## config.mk

```make
export PLATFORM = sky130hd
export DESIGN_NAME = key_matrix_scanner_with_event_fifo
export DESIGN_NICKNAME = d
export VERILOG_FILES = /design/src/kms_pkg.sv /design/src/kms_ram.sv /design/src/kms_datapath.sv /design/src/kms_ctrl.sv /design/src/key_matrix_scanner_with_event_fifo.sv
export SDC_FILE = /design/constraint.sdc
export NUM_CORES = 1
export LEC_CHECK = 0
export BUFFER_PORTS_ARGS = -buffer_cell sky130_fd_sc_hd__buf_2
export CAP_MARGIN = 20
export CORE_AREA = 2 2 211 161
export CTS_CLUSTER_DIAMETER = 50
export DETAILED_ROUTE_END_ITERATION = 7
export DIE_AREA = 0 0 213 163
export PLACE_DENSITY_LB_ADDON = 0.05
export SLEW_MARGIN = 20
export SYNTH_ARGS = -nofsm -noshare
export SYNTH_HDL_FRONTEND = slang
export SYNTH_SLANG_ARGS = --single-unit
```

## constraint.sdc

```tcl
create_clock -name aclk -period 4.9 [get_ports aclk]
set_input_delay 0.98 -clock aclk [delete_from_list [all_inputs] [get_ports aclk]]
set_output_delay 0.98 -clock aclk [all_outputs]
set_load 0.02 [all_outputs]
```

## src/kms_pkg.sv

```systemverilog
// Shared types and constants for the keypad matrix scanner.
// No dependencies; imported by every other module of the block except kms_ram.
package kms_pkg;

    // Item kinds on the input channel
    localparam logic [1:0] KIND_QUEUE = 2'd0;
    localparam logic [1:0] KIND_GROUP = 2'd1;
    localparam logic [1:0] KIND_READ  = 2'd2;
    localparam logic [1:0] KIND_APPLY = 2'd3;

    // Configuration port
    localparam int unsigned CFG_IDX_W = 4;
    localparam int unsigned CFG_DATA_W = 8;
    localparam logic [CFG_IDX_W-1:0] CFG_IDX_IRQ_EN  = 4'd0;
    localparam logic [CFG_IDX_W-1:0] CFG_IDX_ON_CODE = 4'd1;

    localparam logic [6:0] ON_CODE_RESET = 7'd41;
    localparam logic [6:0] KEY_CODE_MAX  = 7'd64;
    localparam logic [7:0] GROUP_RESET   = 8'hFF;

    typedef struct packed {
        logic [1:0] kind;
        logic [7:0] key_code;
        logic [7:0] group_value;
    } kms_in_t;

    typedef struct packed {
        logic [7:0] key_bits;
        logic       on_interrupt;
        logic       on_key_down;
        logic       dropped;
    } kms_out_t;

    // Controller to datapath
    typedef struct packed {
        logic load_item;
        logic queue;
        logic set_group;
        logic apply_item;
        logic read_step;
        logic apply_pop;
        logic scan_load;
        logic scan_step;
        logic out_load;
    } kms_cmd_t;

    // Datapath to controller
    typedef struct packed {
        logic [1:0] kind;
        logic       pop_now;
        logic       scan_done;
        logic       out_free;
    } kms_stat_t;

endpackage

```

## src/kms_ram.sv

```systemverilog
// Generic single-write, single-read RAM with registered read data.
// No dependencies.
module kms_ram #(
    parameter int unsigned WIDTH = 8,
    parameter int unsigned DEPTH = 32
) (
    input  logic                     aclk,
    input  logic                     we,
    input  logic [$clog2(DEPTH)-1:0] waddr,
    input  logic [WIDTH-1:0]         wdata,
    input  logic                     re,
    input  logic [$clog2(DEPTH)-1:0] raddr,
    output logic [WIDTH-1:0]         rdata
);

    logic [WIDTH-1:0] mem [DEPTH];

    always_ff @(posedge aclk) begin
        if (we) begin
            mem[waddr] <= wdata;
        end
        if (re) begin
            rdata <= mem[raddr];
        end
    end

endmodule

```

## src/kms_datapath.sv

```systemverilog
// Datapath of the keypad scanner: key matrix, group mask, ON key, event queue,
// ghosting closure and result register. Depends on kms_pkg and kms_ram.
module kms_datapath
    import kms_pkg::*;
#(
    parameter int unsigned FIFO_DEPTH   = 32,
    parameter int unsigned POP_INTERVAL = 10
) (
    input  logic                  aclk,
    input  logic                  aresetn,
    input  kms_in_t               s_data,
    input  logic                  cfg_valid,
    input  logic [CFG_IDX_W-1:0]  cfg_index,
    input  logic [CFG_DATA_W-1:0] cfg_data,
    input  kms_cmd_t              cmd,
    output kms_stat_t             stat,
    output logic                  m_valid,
    input  logic                  m_ready,
    output kms_out_t              m_data
);

    localparam int unsigned AW     = $clog2(FIFO_DEPTH);
    localparam int unsigned FILL_W = $clog2(FIFO_DEPTH + 1);
    localparam int unsigned CNT_W  = (POP_INTERVAL > 1) ? $clog2(POP_INTERVAL) : 1;

    kms_in_t           item_reg;
    logic [7:0]        rows_reg [8];
    logic [7:0]        group_reg;
    logic              held_reg;
    logic              irq_en_reg;
    logic [6:0]        on_code_reg;
    logic [AW-1:0]     head_reg;
    logic [AW-1:0]     tail_reg;
    logic [FILL_W-1:0] fill_reg;
    logic [CNT_W-1:0]  cnt_reg;
    logic [CNT_W-1:0]  cnt_next;
    logic [7:0]        keys_reg;
    logic              pulse_reg;
    logic              dropped_reg;
    logic              m_valid_reg;
    kms_out_t          m_data_reg;

    logic              full;
    logic              pop_now;
    logic              ram_we;
    logic              ram_re;
    logic [7:0]        ram_rdata;

    logic              apply_en;
    logic [7:0]        ev;
    logic [6:0]        ev_code;
    logic              ev_rel;
    logic              ev_is_on;
    logic              ev_in_range;
    logic [6:0]        key_lin;
    logic [5:0]        key_idx;

    logic [7:0]        sel_or;
    logic [7:0]        grow;

    assign full = (fill_reg == FILL_W'(FIFO_DEPTH));

    assign cnt_next = (cnt_reg == CNT_W'(POP_INTERVAL - 1)) ? '0 : cnt_reg + 1'b1;
    assign pop_now  = (cnt_next == '0) && (fill_reg != '0);

    assign ram_we = cmd.queue && !full;
    assign ram_re = cmd.read_step && pop_now;

    kms_ram #(
        .WIDTH (8),
        .DEPTH (FIFO_DEPTH)
    ) u_fifo_ram (
        .aclk  (aclk),
        .we    (ram_we),
        .waddr (tail_reg),
        .wdata (item_reg.key_code),
        .re    (ram_re),
        .raddr (head_reg),
        .rdata (ram_rdata)
    );

    // Event decode, shared by immediate events and events popped from the queue
    assign apply_en    = cmd.apply_item || cmd.apply_pop;
    assign ev          = cmd.apply_pop ? ram_rdata : item_reg.key_code;
    assign ev_code     = ev[6:0];
    assign ev_rel      = ev[7];
    assign ev_is_on    = (ev_code == on_code_reg);
    assign ev_in_range = (ev_code != 7'd0) && (ev_code <= KEY_CODE_MAX);
    assign key_lin     = ev_code - 7'd1;
    assign key_idx     = key_lin[5:0];

    // Ghosting: one parallel pass of the closure per cycle
    always_comb begin
        sel_or = '0;
        grow   = keys_reg;
        for (int r = 0; r < 8; r++) begin
            if (!group_reg[r]) begin
                sel_or = sel_or | rows_reg[r];
            end
            if ((keys_reg & rows_reg[r]) != 8'd0) begin
                grow = grow | rows_reg[r];
            end
        end
    end

    always_ff @(posedge aclk) begin
        if (!aresetn) begin
            for (int r = 0; r < 8; r++) begin
                rows_reg[r] <= '0;
            end
        end else if (apply_en && !ev_is_on && ev_in_range) begin
            for (int r = 0; r < 8; r++) begin
                if (key_idx[5:3] == 3'(r)) begin
                    rows_reg[r][key_idx[2:0]] <= !ev_rel;
                end
            end
        end
    end

    always_ff @(posedge aclk) begin
        if (!aresetn) begin
            group_reg   <= GROUP_RESET;
            held_reg    <= 1'b0;
            irq_en_reg  <= 1'b0;
            on_code_reg <= ON_CODE_RESET;
            head_reg    <= '0;
            tail_reg    <= '0;
            fill_reg    <= '0;
            cnt_reg     <= '0;
            m_valid_reg <= 1'b0;
        end else begin
            if (cfg_valid) begin
                unique case (cfg_index)
                    CFG_IDX_IRQ_EN:  irq_en_reg  <= cfg_data[0];
                    CFG_IDX_ON_CODE: on_code_reg <= cfg_data[6:0];
                    default: ;
                endcase
            end
            if (cmd.set_group) begin
                group_reg <= item_reg.group_value;
            end
            if (apply_en && ev_is_on) begin
                held_reg <= !ev_rel;
            end
            if (ram_we) begin
                tail_reg <= (tail_reg == AW'(FIFO_DEPTH - 1)) ? '0 : tail_reg + 1'b1;
                fill_reg <= fill_reg + 1'b1;
            end
            if (cmd.read_step) begin
                cnt_reg <= cnt_next;
            end
            if (ram_re) begin
                head_reg <= (head_reg == AW'(FIFO_DEPTH - 1)) ? '0 : head_reg + 1'b1;
                fill_reg <= fill_reg - 1'b1;
            end
            if (cmd.out_load) begin
                m_valid_reg <= 1'b1;
            end else if (m_ready) begin
                m_valid_reg <= 1'b0;
            end
        end
    end

    // Per-item working registers
    always_ff @(posedge aclk) begin
        if (cmd.load_item) begin
            item_reg    <= s_data;
            keys_reg    <= '0;
            pulse_reg   <= 1'b0;
            dropped_reg <= 1'b0;
        end else begin
            if (cmd.queue && full) begin
                dropped_reg <= 1'b1;
            end
            if (apply_en && ev_is_on) begin
                pulse_reg <= irq_en_reg && (ev_rel ? held_reg : !held_reg);
            end
            if (cmd.scan_load) begin
                keys_reg <= sel_or;
            end else if (cmd.scan_step) begin
                keys_reg <= grow;
            end
        end
        if (cmd.out_load) begin
            m_data_reg.key_bits     <= (item_reg.kind == KIND_READ) ? ~keys_reg : 8'd0;
            m_data_reg.on_interrupt <= pulse_reg;
            m_data_reg.on_key_down  <= held_reg;
            m_data_reg.dropped      <= dropped_reg;
        end
    end

    assign stat.kind      = item_reg.kind;
    assign stat.pop_now   = pop_now;
    assign stat.scan_done = (grow == keys_reg);
    assign stat.out_free  = !m_valid_reg || m_ready;

    assign m_valid = m_valid_reg;
    assign m_data  = m_data_reg;

`ifndef ASSERT_OFF
    a_fill_bound: assert property (@(posedge aclk) disable iff (!aresetn)
        fill_reg <= FILL_W'(FIFO_DEPTH))
        else $error("queue fill count above depth");

    a_ptr_match: assert property (@(posedge aclk) disable iff (!aresetn)
        (head_reg == tail_reg) == ((fill_reg == '0) || full))
        else $error("queue pointers disagree with fill count");

    a_pop_apply: assert property (@(posedge aclk) disable iff (!aresetn)
        cmd.apply_pop |-> $past(ram_re))
        else $error("popped event applied without a queue read");

    a_no_push_pop: assert property (@(posedge aclk) disable iff (!aresetn)
        !(ram_we && ram_re))
        else $error("queue written and read by the same item");
`endif

endmodule

```

## src/kms_ctrl.sv

```systemverilog
// Controller of the keypad scanner: sequences one item at a time through
// execute and result load; a read also passes an event pop when one is due and the ghosting scan. Depends on kms_pkg.
module kms_ctrl
    import kms_pkg::*;
(
    input  logic      aclk,
    input  logic      aresetn,
    input  logic      s_valid,
    output logic      s_ready,
    input  kms_stat_t stat,
    output kms_cmd_t  cmd
);

    localparam logic [2:0] ST_IDLE      = 3'd0;
    localparam logic [2:0] ST_EXEC      = 3'd1;
    localparam logic [2:0] ST_APPLY     = 3'd2;
    localparam logic [2:0] ST_SCAN_LOAD = 3'd3;
    localparam logic [2:0] ST_SCAN_STEP = 3'd4;
    localparam logic [2:0] ST_FINISH    = 3'd5;

    logic [2:0] state_reg;
    logic [2:0] state_next;

    always_comb begin
        cmd        = '0;
        s_ready    = 1'b0;
        state_next = state_reg;
        unique case (state_reg)
            ST_IDLE: begin
                s_ready = 1'b1;
                if (s_valid) begin
                    cmd.load_item = 1'b1;
                    state_next    = ST_EXEC;
                end
            end
            ST_EXEC: begin
                state_next = ST_FINISH;
                unique case (stat.kind)
                    KIND_QUEUE: cmd.queue      = 1'b1;
                    KIND_GROUP: cmd.set_group  = 1'b1;
                    KIND_APPLY: cmd.apply_item = 1'b1;
                    KIND_READ: begin
                        cmd.read_step = 1'b1;
                        state_next    = stat.pop_now ? ST_APPLY : ST_SCAN_LOAD;
                    end
                    default: ;
                endcase
            end
            ST_APPLY: begin
                cmd.apply_pop = 1'b1;
                state_next    = ST_SCAN_LOAD;
            end
            ST_SCAN_LOAD: begin
                cmd.scan_load = 1'b1;
                state_next    = ST_SCAN_STEP;
            end
            ST_SCAN_STEP: begin
                cmd.scan_step = 1'b1;
                if (stat.scan_done) begin
                    state_next = ST_FINISH;
                end
            end
            ST_FINISH: begin
                if (stat.out_free) begin
                    cmd.out_load = 1'b1;
                    state_next   = ST_IDLE;
                end
            end
            default: state_next = ST_IDLE;
        endcase
    end

    always_ff @(posedge aclk) begin
        if (!aresetn) begin
            state_reg <= ST_IDLE;
        end else begin
            state_reg <= state_next;
        end
    end

`ifndef ASSERT_OFF
    a_load_free: assert property (@(posedge aclk) disable iff (!aresetn)
        cmd.out_load |-> stat.out_free)
        else $error("result register overwritten before transfer");

    a_one_item: assert property (@(posedge aclk) disable iff (!aresetn)
        (s_valid && s_ready) |=> !s_ready)
        else $error("second item accepted while one is in work");

    a_load_idle: assert property (@(posedge aclk) disable iff (!aresetn)
        cmd.out_load |=> s_ready)
        else $error("controller not idle after result load");
`endif

endmodule

```

## src/key_matrix_scanner_with_event_fifo.sv

```systemverilog
// Keypad matrix scanner: 8x8 key matrix with group select, ON key, event queue
// and ghosting. One item is in work at a time; a finished result waits in the
// output register while the next item is taken. Queue, group-mask and
// immediate-event items go through execute and result load only. A read also
// passes an apply step when it pops a queued event (the queue RAM read is
// registered), and the ghosting closure, which makes one parallel pass over
// the eight rows per cycle until nothing grows. Configuration writes are
// always accepted. Depends on kms_pkg, kms_ctrl, kms_datapath and kms_ram.
module key_matrix_scanner_with_event_fifo
    import kms_pkg::*;
#(
    parameter int unsigned FIFO_DEPTH   = 32,
    parameter int unsigned POP_INTERVAL = 10
) (
    input  logic                  aclk,
    input  logic                  aresetn,
    input  logic                  s_valid,
    output logic                  s_ready,
    input  kms_in_t               s_data,
    output logic                  m_valid,
    input  logic                  m_ready,
    output kms_out_t              m_data,
    input  logic                  cfg_valid,
    output logic                  cfg_ready,
    input  logic [CFG_IDX_W-1:0]  cfg_index,
    input  logic [CFG_DATA_W-1:0] cfg_data
);

    kms_cmd_t  cmd;
    kms_stat_t stat;

    assign cfg_ready = 1'b1;

    kms_ctrl u_ctrl (
        .aclk    (aclk),
        .aresetn (aresetn),
        .s_valid (s_valid),
        .s_ready (s_ready),
        .stat    (stat),
        .cmd     (cmd)
    );

    kms_datapath #(
        .FIFO_DEPTH   (FIFO_DEPTH),
        .POP_INTERVAL (POP_INTERVAL)
    ) u_datapath (
        .aclk      (aclk),
        .aresetn   (aresetn),
        .s_data    (s_data),
        .cfg_valid (cfg_valid),
        .cfg_index (cfg_index),
        .cfg_data  (cfg_data),
        .cmd       (cmd),
        .stat      (stat),
        .m_valid   (m_valid),
        .m_ready   (m_ready),
        .m_data    (m_data)
    );

endmodule

```

# [After elaboration in Yosys (flattened, before gate mapping)]
# Memories as Yosys holds them, arrays and structs flattened. A register that Yosys moved wholly into a read port is not among the register bits.
# Cells that the tools add are included.
[op_classes] add_sub_neg=6 order_cmp=3 n_eq_ne=25 n_mux=147 bitwise_logic=88 n_reduce_logical=38
[op_table] operator="8-bit two-way mux" count=27
[op_table] operator="8-bit OR" count=15
[op_table] operator="1-bit two-way mux" count=108
[op_table] operator="8-bit AND" count=8
[op_table] operator="1-bit OR" count=64
[op_table] operator="8-bit nonzero test" count=8
[op_table] operator="3-bit equality test, second input constant" count=6
[op_table] operator="3-bit one-hot mux with 6 select lines" count=1
[op_table] operator="3-bit by 2-bit equality test with 1-bit output, second input constant" count=4
[op_table] operator="3-bit two-way mux" count=4
[op_table] operator="6-bit two-way mux" count=2
[op_table] operator="6-bit by 1-bit subtractor with 6-bit output, second input constant" count=2
[op_table] operator="5-bit by 1-bit adder with 5-bit output, second input constant" count=2
[op_table] operator="5-bit equality test, second input constant" count=2
[op_table] operator="1-bit logical AND" count=10
[op_table] operator="5-bit two-way mux" count=2
[op_table] operator="8-bit equality test" count=1
[op_table] operator="4-bit zero test" count=2
[op_table] operator="4-bit two-way mux" count=2
[op_table] operator="8-bit inverter" count=1
[op_table] operator="7-bit equality test" count=1
[op_table] operator="7-bit <= comparator, second input constant" count=1
[op_table] operator="7-bit nonzero test" count=1
[op_table] operator="6-bit by 1-bit adder with 6-bit output, second input constant" count=1
[op_table] operator="19 further kinds" count=32
[word_totals] regBits=80 ramBits=320 inputBits=35 wordCells=329 memories=2
[memory_table] memory="u_datapath.u_fifo_ram.mem" words=32 width=8 read_ports=1 rd_clocked_by_memory_dff=1 write_ports=1 line="kms_ram.sv:16" source="logic [WIDTH-1:0] mem [DEPTH];"
[memory_table] memory="u_datapath.rows_reg" words=8 width=8 read_ports=8 rd_clocked_by_memory_dff=0 write_ports=8 line="kms_datapath.sv:27" source="logic [7:0] rows_reg [8];"

# [Depth between registers and ports, before layout]
# Gate-level depths: netlist of run 1.
# An unclocked memory read counts as a cell.
[depth] word_depth=21 ltp_mapped=14 ltp_nobuf=12

# [Modules after synthesis]
# A second synthesis of run 1 with hierarchy kept.
[hier_totals] hier_cells=1148 hier_area_um2=17534.3
[modules_own_cells] mod="kms_ram" n_inst=1 cells_each=417 area_per_inst_um2=10133.5 seq_area_each_um2=7927.6
[modules_own_cells] mod="kms_datapath" n_inst=1 cells_each=696 area_per_inst_um2=7144.4 seq_area_each_um2=3753.6
[modules_own_cells] mod="kms_ctrl" n_inst=1 cells_each=33 area_per_inst_um2=245.2 seq_area_each_um2=60.1
[modules_own_cells] mod="key_matrix_scanner_with_event_fifo" n_inst=1 cells_each=2 area_per_inst_um2=11.3 seq_area_each_um2=0.0

# [Worst setup path before layout of run 1]
# No wires, ideal clock.
[synth_path] kind="register to register" startpoint="reg u_datapath.fill_reg[1]" endpoint="reg u_datapath.fill_reg[5]" setup_ns=0.115 arrival_time_ns=3.428 setup_slack_ns=1.357 stages_incl_launch_ff=15 cell_sequence="dfxtp_1 > or4_1 > o311ai_0 > or3_1 > clkbuf_1 > clkbuf_1 > inv_1 > ha_1 > a21o_1 > a21oi_1 > o21bai_1 > a21oi_1 > mux2i_1 > xor2_1 > and2_1"
[synth_via] elab_chain_len=4 elab_cells_between_ends=11
[synth_rtl] element="start, declared" line="kms_datapath.sv:34" source="logic [FILL_W-1:0] fill_reg;"
[synth_rtl] element="start signal, assigned" line="kms_datapath.sv:147" source="fill_reg <= fill_reg + 1'b1;"
[synth_rtl] element="start signal, assigned" line="kms_datapath.sv:154" source="fill_reg <= fill_reg - 1'b1;"
[synth_rtl] element="6-bit nonzero test *" line="kms_datapath.sv:64" source="assign pop_now = (cnt_next == '0) && (fill_reg != '0);"
[synth_rtl] element="1-bit logical AND *" line="kms_datapath.sv:64"
[synth_rtl] element="1-bit logical AND *" line="kms_datapath.sv:67" source="assign ram_re = cmd.read_step && pop_now;"
[synth_rtl] element="via u_datapath.ram_re" line="kms_datapath.sv:46" source="logic ram_re;"
[synth_rtl] element="6-bit two-way mux / 2-bit nonzero test (equally long branches)"
# The timed path passes the listed nets; every way through them passes the cells marked *. The select of a mux whose other input is x is not followed.
# A chain may end at the register's enable or synchronous reset.

==> results of run 1 <==
==> worst min path at each step <==
stage	to	depth (start not counted)
after CTS	u_datapath.m_data[0]	0
after floorplan	u_datapath.m_data[2]	0
after global placement	u_datapath.m_data[0]	0
after global routing	u_datapath.m_data[0]	0
after detailed placement	u_datapath.m_data[0]	0
final	u_datapath.m_data[0]	0
==> cells in the mapped netlist (3+ instances only) <==
| library cell | n |
|---|---|
| inv_1 | 72 |
| clkbuf_1 | 55 |
| a31oi_1 | 4 |
| xnor2_1 | 18 |
| nor2_1 | 112 |
| a22oi_1 | 64 |
| a21oi_1 | 11 |
| nand3_1 | 27 |
| o22ai_1 | 36 |
| o221a_2 | 8 |
| mux4_2 | 80 |
| nor2b_1 | 14 |
| nand2_1 | 89 |
| buf_2 | 9 |
| xor2_1 | 7 |
| dfxtp_1 | 51 |
| nor4b_1 | 3 |
| a21boi_0 | 12 |
| nor4_1 | 9 |
| or4_1 | 4 |
| edfxtp_1 | 357 |
| o21ai_0 | 74 |
| mux2_2 | 8 |
| and4_1 | 8 |
| nand2b_1 | 6 |
| ha_1 | 12 |
| nand3b_1 | 4 |
| nand4_1 | 9 |
| and2_1 | 8 |
| nor3_1 | 10 |
| mux2i_1 | 14 |
| buf_1 | 6 |
==> per-layer routing <==
layer	GRT usage, %	part of all wire, %
met1	41.9	46
met2	35.0	42
met3	6.02	10
met4	6.33	1.6
met5	0	0
==> cell families (layout without fill, tap and decap cells) <==
kind of cell,after synthesis,after routing,share of synthesized area (%)
muxes,105,105,11.7
xor gates and xnor gates,25,25,1.23
and+or+nand+nor,321,321,8.71
DFF,408,408,66.0
adders and majority gates,13,13,0.957
buffers and inverters,147,216,3.28
other,1,2,0.0211
AOI/OAI and AO/OA,220,220,8.09
==> power by group through the flow <==
stage | Sequential [mW] | Clock, mW | Combinational [mW]
after detailed placement | 4.20 | 0 | 1.08
final | 4.13 | 3.06 | 1.12
after floorplan | 4.08 | 0 | 0.769
after global routing | 4.14 | 3.25 | 1.22
after CTS | 4.12 | 3.11 | 1.08
after global placement | 4.20 | 0 | 1.07
==> worst reg2reg max path, delay by kind of cell (launching register included) <==
kind / cells / cell delay, ps
simple gates: 3 / 1200
compound gates: 3 / 1050
flops: 1 / 550
mux: 1 / 420
fa+ha+maj: 1 / 270
buf+inv: 1 / 230
xor+xnor: 1 / 200
==> final cells by class <==
cell class	count	area [um^2]	share of cell area (%)
Antenna cell	1	2.50	0.0127
Clock buffer	48	1080	5.48
Clock inverter	27	225	1.14
Inverter	73	274	1.39
Multi-Input combinational cell	685	5460	27.6
Sequential cell	408	11700	59.4
Tap cell	450	563	2.85
Timing Repair Buffer	68	415	2.10
==> reports/results.tsv, run 1 <==
metric	value	unit
status	complete, no violations	
yosys_warnings	0	
slew_headroom	25.7	%
fmax	237	MHz
antenna_found_initial	1	
vias_per_cell	6.17	
cts_hold_buf	0	
switching_share	27.1	%
insertion_delay	550	ps
r2r_slack	670	ps
power.internal	6.05	mW
power.switching	2.25	mW
rsz0062_at_grt	no	
htreeDepth	2	
nets	1325	
synth_seq_area_share	66.0	%
combPwrFrac	13.5	%
r2r-start	u_ctrl.state_reg[1]	
hold_start	u_datapath.dropped_reg	
cts_root_buf	clkbuf_16	
io_buffer_count	46	
fin_crit	4230	ps
stdcell_area	19800	um^2
die_h	163	um
core_area	32900	um^2
reg2regPathDepth	10	
die_w	213	um
power_density	420	nW/um^2
grt_start_max_net_pins	107	
finalNonFillerCells	1760	
drt_iter0_drc	1357	
worst_pin_slew	1110	ps
crit_start	u_ctrl.state_reg[1]	
cp-start-kind	register	
overflow	0	
crit_path_top_delay_cell	nand3_1	
pre_cts_slack	778	ps
worst-setup-path-type	reg -> reg	
cts_max_path_buffers	3	
final_cell_mix	357 x edfxtp_1, 112 x nor2_1, 89 x nand2_1	
grtUsageTotal	25.9	%
syn_nets	1288	
final_util	60.1	%
synth-seq-cells	408	
p_leak	6.43	nW
reg2reg_to	u_datapath.rows_reg[0][35]	
cts.sinks	408	
drv_slew	0	
async_flop_share	0	%
drt-pass1-iter-count	5	
cts_resized	0	
cpPeakStageDelay	590	ps
critPathCapture	u_datapath.rows_reg[0][35]	
syn-cell-area	17800	um^2
io_pins	49	
worstPathCellList	nor3b_2 -> mux2_4 -> inv_2 -> ha_1 -> o211a_1 -> nand4_1 -> xor2_1 -> a211oi_4 -> nand3_1 -> o21ai_0	
critPathBufInv	1	
largest_register_ffs	256	
fin_skew	28.2	ps
cts_tree	yes	
crit_cells	10	
seq_power_share	49.7	%
tns	0	ps
wire_per_inst	25.0	um
fin_hold_ws	440	ps
vdd_ir_drop_max	0.308	mV
cp.required	5130	ps
path_max_fanout	16	
hold_viol	0	
grt_pass1_vias	10400	
wl	44.0	mm
critPathArrivalTime	4450	ps
min_period_over_period	86.2	%
die-area	34700	um^2
drtAntennaViolNets	0	
synth-edff-count	357	
ys_top_cells_by_area	edfxtp_1 60%, mux4_2 10%, dfxtp_1 5.7%	
cts_buffers	41	
max_cap_violations	0	
power.total	8.31	mW
grt_pass1_wl	65.2	mm
setup_violations	0	
place.gp.congestion	0.944	
area_growth	11.2	%
core.rowCount	58	
p_clk_share	36.8	%
yosysTopAreaCell	edfxtp_1	
postLayoutSetupSlackWorst	674	ps
mostFrequentLayoutCell	edfxtp_1	
initial_core_util	54.1	%
path_delay_family	simple AND/OR/NAND/NOR gates	
synthDistinctLibCells	61	
synth_top_area_share	60.3	%
placed_cells	1683	
path_clk_slew	60	ps
post_cts_buffers	0	
min_path_type	reg -> reg	
via_count	10900	
layout-drive-gt1-share	18.3	%
place_hpwl	29.0	mm
synthFlopType	edfxtp_1	
endpoint_kind	register	
post-route-drc-count	0	
syn_area_per_cell	14.3	um^2
synthCells	1240	
dpl-instance-area	18400	um^2
final.fill_count	2604	
No activity file was read; power rests on OpenSTA's default activity.
==> run 2, diff against run 1 <==
ABC_AREA = 1   (was not set)
CORE_AREA = 2 2 217 166   (was 2 2 211 161)
DIE_AREA = 0 0 219 168   (was 0 0 213 163)
SYNTH_HIERARCHICAL = 1   (was not set)
==> run 2 against run 1 <==
Clock skew is 14 ps lower. Worst hold slack gained 2.5 ps. Sequential cell count stayed put. Die area increased by 6.0%. Via count rose by 29%. First-iteration DRC count is 38% higher. Worst setup slack gained 610 ps. Critical endpoint is now u_datapath/u_fifo_ram/mem[16][1]. Largest power group unchanged.
==> reports/results.tsv, run 2 <==
metric	value	unit	change
status	complete, no violations		
worst_pin_slew	921	ps	-192 ps
synth-seq-cells	408		unchanged
placed_cells	2432		+45%
die-area	36800	um^2	+6.0%
drv_slew	0		unchanged
nets	2056		+55%
io_pins	49		unchanged
drt-pass1-iter-count	6		+1
syn-cell-area	18900	um^2	+6.2%
crit_start	u_ctrl/state_reg[0]		
postLayoutSetupSlackWorst	1290	ps	+612 ps
vdd_ir_drop_max	0.342	mV	+11%
hold_start	u_datapath/pulse_reg		
worst-setup-path-type	reg -> reg		
hold_viol	0		unchanged
overflow	0		unchanged
tns	0	ps	unchanged
antenna_found_initial	0		-1
rsz0062_at_grt	no		
reg2reg_to	u_datapath/u_fifo_ram/mem[16][1]		
grt_pass1_vias	12600		+22%
critPathArrivalTime	3780	ps	-670 ps
place.gp.congestion	0.947		+0.28%
wl	49.3	mm	+12%
reg2regPathDepth	8		-2
wire_per_inst	19.6	um	-21%
cts.sinks	408		unchanged
synth_top_family_by_area	simple AND/OR/NAND/NOR gates		
p_leak	8.07	nW	+25%
holdPathStages	0		unchanged
yosys.area_share.simple	26.9	%	+18 points
min_period_over_period	73.8	%	-12 points
place_hpwl	32.0	mm	+11%
finalNonFillerCells	2510		+43%
pre_cts_slack	1350	ps	+572 ps
via_count	14000		+29%
yosys_warnings	6		+6
max_cap_violations	0		unchanged
cts_root_buf	clkbuf_16		
final_cell_mix	704 x nand2_1, 357 x edfxtp_1, 291 x nand3_1		
yosysTopAreaCell	edfxtp_1		
synthDistinctLibCells	46		-25%
cts_hold_buf	0		unchanged
post_cts_buffers	0		unchanged
async_flop_share	0	%	unchanged
synthXorXnorAreaFrac	0.735	%	-0.50 points
largest_register_ffs	256		unchanged
whs_endpoint	u_datapath/m_data[2]		
fin_hold_ws	443	ps	+2.51 ps
power_density	420	nW/um^2	about the same
initial_core_util	54.0	%	-0.10 points
setup_violations	0		unchanged
synth_commonest_cells	704 x nand2_1, 357 x edfxtp_1, 291 x nand3_1, 184 x nor2_1, 105 x inv_1		
synth-compound-area-share	3.94	%	-4.2 points
io_buffer_count	46		unchanged
r2r-start	u_ctrl/state_reg[0]		
path_clk_slew	60	ps	about the same
synth_mux_area_share	0	%	-12 points
drt_iter0_drc	1867		+38%
cts_resized	0		unchanged
grt_start_max_net_pins	80		-25%
fmax	277	MHz	+17%
synthCells	1995		+61%
cts_max_path_buffers	3		unchanged
fin_crit	3610	ps	-612 ps
die_h	168	um	+3.1%
min_path_type	reg -> reg		
cts_tree	yes		
htreeDepth	2		unchanged
path_max_fanout	11		-5
synthFlopType	edfxtp_1		
insertion_delay	540	ps	about the same
synth_top_area_share	56.8	%	-3.5 points
cts_buffers	42		+2.4%
mostFrequentLayoutCell	nand2_1		
endpoint_kind	register		
core.rowCount	60		+3.4%
synth-edff-count	357		unchanged
slew_headroom	38.3	%	+13 points
die_w	219	um	+2.8%
cp-start-kind	register		
syn_nets	2040		+58%
grt_pass1_wl	74.7	mm	+15%
layout-drive-gt1-share	7.98	%	-10 points
post-route-drc-count	0		unchanged
syn_area_per_cell	9.47	um^2	-34%
synth_seq_area_share	62.2	%	-3.9 points
ys_top_cells_by_area	edfxtp_1 57%, nand2_1 14%, nand3_1 7.7%		
grtUsageTotal	27.1	%	+1.2 points
core_area	35000	um^2	+6.4%
synth.most_common_cell	nand2_1		
vias_per_cell	5.58		-9.6%
drtAntennaViolNets	0		unchanged
fin_skew	14.2	ps	-14.0 ps
synthAdderAreaFrac	0.702	%	-0.25 points
r2r_slack	1290	ps	+610 ps
cp.required	5060	ps	-70 ps
area_growth	9.12	%	
## run 2: changes by cell type after synthesis, moves of 25 or more
cell / change
inv_1: +33
nand3_1: +264
buf_6: +25
mux4_2: -80
nand2_1: +615
a21oi_1: +44
nor2_1: +72
a22oi_1: -64
o21ai_0: -31
o22ai_1: -33
## run 2: cells by family (layout without fill, tap and decap cells)
logic type | count (synthesis) | count (layout)
simple gates | 1220 | 1220
buf+inv | 209 | 257
compound gates | 132 | 132
flops | 408 | 408
fa+ha+maj | 10 | 10
xor+xnor | 15 | 15
other cells | 1 | 3
## run 2: worst max path at each step
stage,slack (ps),end,cells after the start
after floorplan,2210,u_datapath/m_data[0],4
after global placement,1410,u_datapath/u_fifo_ram/rdata[0],10
after detailed placement,1350,u_datapath/u_fifo_ram/mem[16][2],8
after CTS,1360,u_datapath/u_fifo_ram/mem[16][1],8
after global routing,980,u_datapath/fill_reg[5],15
final,1290,u_datapath/u_fifo_ram/mem[16][1],8
## run 2: routing by layer
| layer | routed length (um) | vias to the layer above | global-route usage [%] |
|---|---|---|---|
| met5 | 0 | - | 0 |
| met4 | 550 | 0 | 4.79 |
| met3 | 5400 | 45 | 6.79 |
| met2 | 19200 | 616 | 34.5 |
| met1 | 24100 | 6619 | 46.0 |
| li1 | - | 6724 | - |
## run 2: final cells by class
type / instances / area (um^2)
diodes: 2 / 5.00
well taps: 465 / 582
flip-flops and latches: 408 / 11700
fillers: 3024 / 14400
clock inverters: 20 / 156
multi-input cells: 1378 / 6110
clock buffers: 56 / 1190
inverters: 114 / 429
repair buffers: 67 / 388
## run 2: through the flow
step / area [um^2] / utilization [%] / power (mW)
6_report: 20600 / 58.9 / 8.66
2_1_floorplan: 18900 / - / 5.07
3_5_place_dp: 19300 / 55.1 / 5.57
4_1_cts: 20600 / 58.9 / 8.67
5_1_grt: 20600 / 58.9 / 9.01
3_3_place_gp: 19300 / 55.1 / 5.55
## run 2: where the power goes
| group | internal (mW) | leakage [nW] | switching [mW] |
|---|---|---|---|
| registers | 3.92 | 3.72 | 0.192 |
| clock network | 1.81 | 0.662 | 1.30 |
| logic | 0.391 | 3.69 | 1.04 |
## run 2: worst max-delay path: stages, from the launching register on
cell and delay [ps]:
dfxtp_1 450, inv_2 70, nor2_2 110, nand2_2 90, nor3_1 460, inv_1 90
nor2_1 500, nand3_1 610, nor2_1 860
